### src/rtl/dpfa_ram.sv
// dpfa_ram: generic single-port synchronous RAM, registered read.
// No dependencies.
module dpfa_ram #(
    parameter int WIDTH = 8,
    parameter int DEPTH = 64
) (
    input  logic                     clk,
    input  logic                     we,
    input  logic [$clog2(DEPTH)-1:0] addr,
    input  logic [WIDTH-1:0]         wdata,
    output logic [WIDTH-1:0]         rdata
);

    logic [WIDTH-1:0] mem [DEPTH];

    always_ff @(posedge clk)
    begin
        if (we)
        begin
            mem[addr] <= wdata;
        end
        rdata <= mem[addr];
    end

endmodule

### config.mk
export PLATFORM = sky130hd
export DESIGN_NAME = dpfa_ram
export DESIGN_NICKNAME = d
export VERILOG_FILES = /design/src/rtl/dpfa_ram.sv
export SDC_FILE = /design/constraint.sdc
export NUM_CORES = 1
export LEC_CHECK = 0
export BUFFER_PORTS_ARGS = -buffer_cell sky130_fd_sc_hd__buf_4
export CAP_MARGIN = 20
export CORE_ASPECT_RATIO = 1.1
export CORE_MARGIN = 3
export CORE_UTILIZATION = 55
export CTS_CLUSTER_DIAMETER = 40
export DETAILED_ROUTE_END_ITERATION = 7
export PLACE_DENSITY = 0.74
export SLEW_MARGIN = 20
export SYNTH_ARGS = -nofsm -noshare
export SYNTH_HDL_FRONTEND = slang
export SYNTH_SLANG_ARGS = --single-unit
### constraint.sdc
create_clock -name clk -period 3 [get_ports clk]
set_input_delay 0.6 -clock clk [delete_from_list [all_inputs] [get_ports clk]]
set_output_delay 0.6 -clock clk [all_outputs]
set_load 0.1 [all_outputs]
### Yosys cells after proc, flatten, opt, wreduce, memory -nomap -nowiden

Memory sizes are Yosys's and may differ from the RTL's. A register that Yosys moved wholly into a read port is not among the register bits.
Index checks and enable logic that the tools add are counted.

* word-level logic and storage cells: 3
* memories kept: 1
* output and inout port bits: 8
* memory bits (writable): 512
* bits in registers: 0

Memories
* mem: depth 64, bits a word 8, read ports 1, clocked after Yosys merged registers in 1, wr ports 1, RTL line 14 `logic [WIDTH-1:0] mem [DEPTH];`

* muxes and demuxes: 2

Operator list (number)
* $mux W1: 2

### Depth between registers and ports, before layout

* depth in word-level cells: 2
* gate-level depth with buffers: 10
* depth with buffers taken out: 5

### Worst setup path after synthesis

OpenSTA, ideal clock, no wires.

* path kind: input-to-reg
* from: input port addr[1]
* to: memory mem[13][0], enable pin
* stages: 7
* path buffers: 4
* path slack: 0.301 ns
* arrival: 2.328 ns
* setup time: 0.370 ns
* cell sequence: buf_6 buf_6 nor2b_1 clkbuf_1 clkbuf_1 nand3_1 nor2_1

RTL lines
* from (decl): RTL line 9 `input logic [$clog2(DEPTH)-1:0] addr,`
* to (decl): RTL line 14

Straight into the memory's write port.

==> impl_summary.txt <==
----------------------------------------------------
[Status]
  Run status ... complete, no violations

[Yosys]
  Most used flip-flop cell after synthesis ... edfxtp_1
  Post-synth EDFFs ... around 500
  Synthesized netlist cell count ... approximately 1200
  Sequential element share of the synthesized area ... between 70 and 80%
  Proportion of synthesized flip-flops having asynchronous set or reset ... 0%
  Count of cell types in the netlist ... 56
  Average cell area after synthesis ... ~17 sq um
  Yosys synthesis warning count ... 0
  Synthesized net count ... roughly 1200
  Flip-flop and latch count after synthesis ... 520
  Syn Std Cell Area ... approximately 20000 sq um

[Timing]
  Count of final max-slew check failures ... 0
  Worst-case headroom to the max-slew limit ... roughly a third
  Setup TNS ... 0 ps
  Fin crit period ... 2370 ps
  Worst Tran Pin Value ... 983 ps
  Setup Viol. Count Final ... 0
  Final hold violation count ... 0
  Minimum hold slack ... 552 ps
  Unrepaired setup endpoints after global routing ... no
  Period utilization ... between 70% and 80%
  Clock skew after layout ... around 33 ps
  Final worst-path setup slack ... between 600 and 700 ps
  Fmax ... 0.422 GHz

[Setup path]
  Worst endpoint required time ... 3450 ps
  Reg-to-reg critical path endpoint ... rdata[7]$_DFF_P_
  Cell count of the worst reg-to-reg path ... 5
  Launching point of the worst reg2reg path ... mem[6][7]$_DFFE_PP_
  Maximum fanout encountered on the critical timing path ... between 40 and 50
  Worst setup EP type ... register
  Worst setup path category ... primary input to register
  CP Data Arrival Time ... between 2000 and 3000 ps
  Register-to-register setup slack ... ~860 ps
  Kind of start point of the critical path ... primary input

[Pwr]
  Portion of total power attributed to combinational logic ... 6.4%
  Power Internal ... ~12000 uW
  Clock share of power ... between 40% and 50%
  Proportion of total power due to net switching ... around 23%
  Power Dens Cells ... roughly 660 nW/um^2
  Net switching power ... between 3000 and 4000 uW
  Portion of total power attributed to sequential cells ... about half
  Worst voltage drop across the vdd grid ... approximately 0.00043 V
  Total leakage power ... 0.00792 uW

[Clock network]
  Post-cts repair resize count ... 0
  Max H-tree Level ... 2
  Later-pin clock latency in the skew report ... approximately 600 ps
  Max Root-Sink Buffers ... 3
  Clock buffers created by TritonCTS ... 54
  Number of hold buffers added after cts ... 0
  Number of sinks driven by the clock tree ... 520
  Clock slew at the register clock pins of the worst setup and hold paths ... about 60 ps
  Clock tree from TritonCTS ... built
  Root buffer selected by CTS ... clkbuf_16
  Post-CTS setup buffer count ... 0

[Global routing]
  Initial antenna violation count ... 0
  Overall global routing resource usage ... between 20% and 30%
  Maximum number of pins on one net before global-route repair ... 65
  First-pass GRT wire length ... between 70 and 80 mm
  Sum of overflow across all layers after global routing ... 0
  Number of global-route vias before repair ... between 10000 and 15000

[Floorplan]
  Starting utilization of the core area ... 56.1%
  Row count ... 73
  Die ar. ... 39500 sq um
  Core box area ... 36400 sq um
  Horizontal die dimension ... 190 um
  Overall die height ... ~210 um
  Number of top-level design ports ... 24

[Detailed routing]
  Post-DR vias/cell ... ~6.5
  Number of remaining DRC errors ... 0
  Residual antenna-violating net count after detailed routing ... 0
  Wire length after detailed routing ... roughly 50 mm
  Detailed-routing wirelength on met1 ... 19.1 mm
  Via Count ... roughly 12000
  Top routing layer in use ... met4
  WL per Instance ... between 20 and 30 um
  WL met3 ... 6.09 mm
  Met2 wire length ... approximately 25 mm
  Drt pass-1 iters ... 6
  Violation count after the first detailed-routing iteration ... 1664

[Hold path]
  WHS Endpoint ... mem[13][6]$_DFFE_PP_
  Launch instance of the worst min-delay path ... we
  Hold path cells ... 3
  Worst hold path class ... primary input to register

[Placed design]
  Input/output buffers ... 23
  Worst slack at placement ... 67.9 ps
  Detailed placement HPWL ... around 32 mm
  Total placed instance area ... 22000 sq um
  Global placer's final weighted congestion ... about 0.95

[Final layout]
  Layout overhead on the synthesized area ... 16.2%
  Final Cell Area ... ~24000 sq um
  Number of nets in the finished design ... 1328
  Proportion of layout cells with a drive suffix above 1 ... 22.7%
  Antenna cells ... 0

[Job]
  Maximum capacitance violations ... 0

----------------------------------------------------
## registers in the layout, indices dropped and copies added (netlist names)
name   count
mem      512
rdata      8
## worst max-delay path by stage
stage            start                   end  slack [ps]
6_report       addr[2]      rdata[5]$_DFF_P_         630
5_1_grt        addr[0]      rdata[6]$_DFF_P_         580
4_1_cts        addr[0]      rdata[6]$_DFF_P_         690
3_5_place_dp   addr[0]      rdata[6]$_DFF_P_          70
3_3_place_gp   addr[0]      rdata[6]$_DFF_P_         110
2_1_floorplan  addr[1]  mem[13][0]$_DFFE_PP_         300
## placed cells by master, fill, tap and decap left out, types with 5 or more instances in the layout
cell type | netlist | layout
a211oi_1 | 6 | 6
a21oi_1 | 28 | 28
a221o_1 | 11 | 11
a221oi_1 | 21 | 21
a22o_1 | 10 | 10
a22oi_1 | 40 | 40
a31oi_1 | 15 | 15
a32oi_1 | 7 | 7
and2_1 | 9 | 9
and3_1 | 9 | 9
and4_1 | 6 | 6
buf_12 | 0 | 7
buf_4 | 4 | 158
clkbuf_1 | 36 | 5
clkbuf_16 | 0 | 55
clkinv_1 | 0 | 11
clkinv_2 | 0 | 8
clkinvlp_4 | 0 | 8
dfxtp_1 | 8 | 8
edfxtp_1 | 512 | 512
mux2_1 | 7 | 7
mux2_2 | 5 | 5
mux2i_1 | 63 | 63
mux4_2 | 41 | 41
nand2_1 | 45 | 45
nand2b_1 | 24 | 24
nand3_1 | 8 | 8
nand3b_1 | 12 | 12
nor2_1 | 82 | 81
nor2b_1 | 8 | 8
o21ai_0 | 9 | 9
o221ai_1 | 9 | 9
o22a_1 | 11 | 11
o22ai_1 | 22 | 22
o2bb2ai_1 | 7 | 7
o31ai_1 | 5 | 5
or3b_2 | 5 | 5
## power groups by stage
stage	clock network [uW]	logic [uW]	registers, uW
2_1_floorplan	0	436	8330
3_3_place_gp	0	961	8220
3_5_place_dp	0	978	8220
4_1_cts	6560	983	8070
5_1_grt	6850	1040	8070
6_report	6500	995	8070
## cells in the mapped netlist (all sizes together), types with 4 or more instances
cell type	n	area share (%)
a22o	10	0.43
dfxtp	8	0.78
o31ai	5	0.18
and4	6	0.26
nand3b	12	0.44
a221oi	21	0.90
and3	9	0.28
o221ai	9	0.39
nand2	45	0.83
and2	10	0.32
a221o	11	0.54
a32oi	7	0.30
o22a	11	0.47
nor2	82	1.5
mux2	12	0.66
or3b	5	0.21
o22ai	22	0.67
o21ai	11	0.27
mux2i	63	3.1
a21oi	28	0.69
buf	45	1.3
a21o	4	0.15
a22oi	40	1.5
nand3	8	0.20
mux4	41	4.5
o2bb2ai	7	0.30
edfxtp	512	75
nor2b	8	0.24
nand2b	24	0.73
a211oi	6	0.22
clkbuf	36	0.66
a31oi	15	0.46
## stage by stage
stage / instances / util [%] / power (uW)
floorplan: 1171 / - / 8770
global placement: 1743 / 60.4 / 9180
detailed placement: 1743 / 60.4 / 9200
CTS: 1845 / 65.2 / 15600
global route: 1845 / 65.2 / 16000
finish: 1845 / 65.2 / 15600
## area by class of cell
class | instances | area, sq um
Tap cell | 487 | 609
Timing Repair Buffer | 166 | 1340
Inverter | 3 | 11.3
Clock buffer | 62 | 1420
Clock inverter | 40 | 339
Fill cell | 2374 | 12700
Multi-Input combinational cell | 567 | 4510
Sequential cell | 520 | 15500
## cell families after synthesis
| family | count (synthesis) | share of synthesized area (%) |
|---|---|---|
| flops | 520 | 76.0 |
| simple gates | 229 | 5.71 |
| compound gates | 222 | 8.08 |
| mux | 116 | 8.26 |
| buf+inv | 84 | 1.98 |
## metal layers
metal | global-route usage (%) | up-vias
li1 | - | 5046
met1 | 37.3 | 5975
met2 | 41.4 | 844
met3 | 6.86 | 138
met4 | 7.37 | 0
met5 | 0 | -
## worst max-delay path, stage by stage
cell      delay, ps
buf_6           350
nor2_1          170
buf_4           250
a221o_1         380
a211oi_1        390
o22ai_1         140
or4b_1          500
No activity file was read; power rests on OpenSTA's default activity.
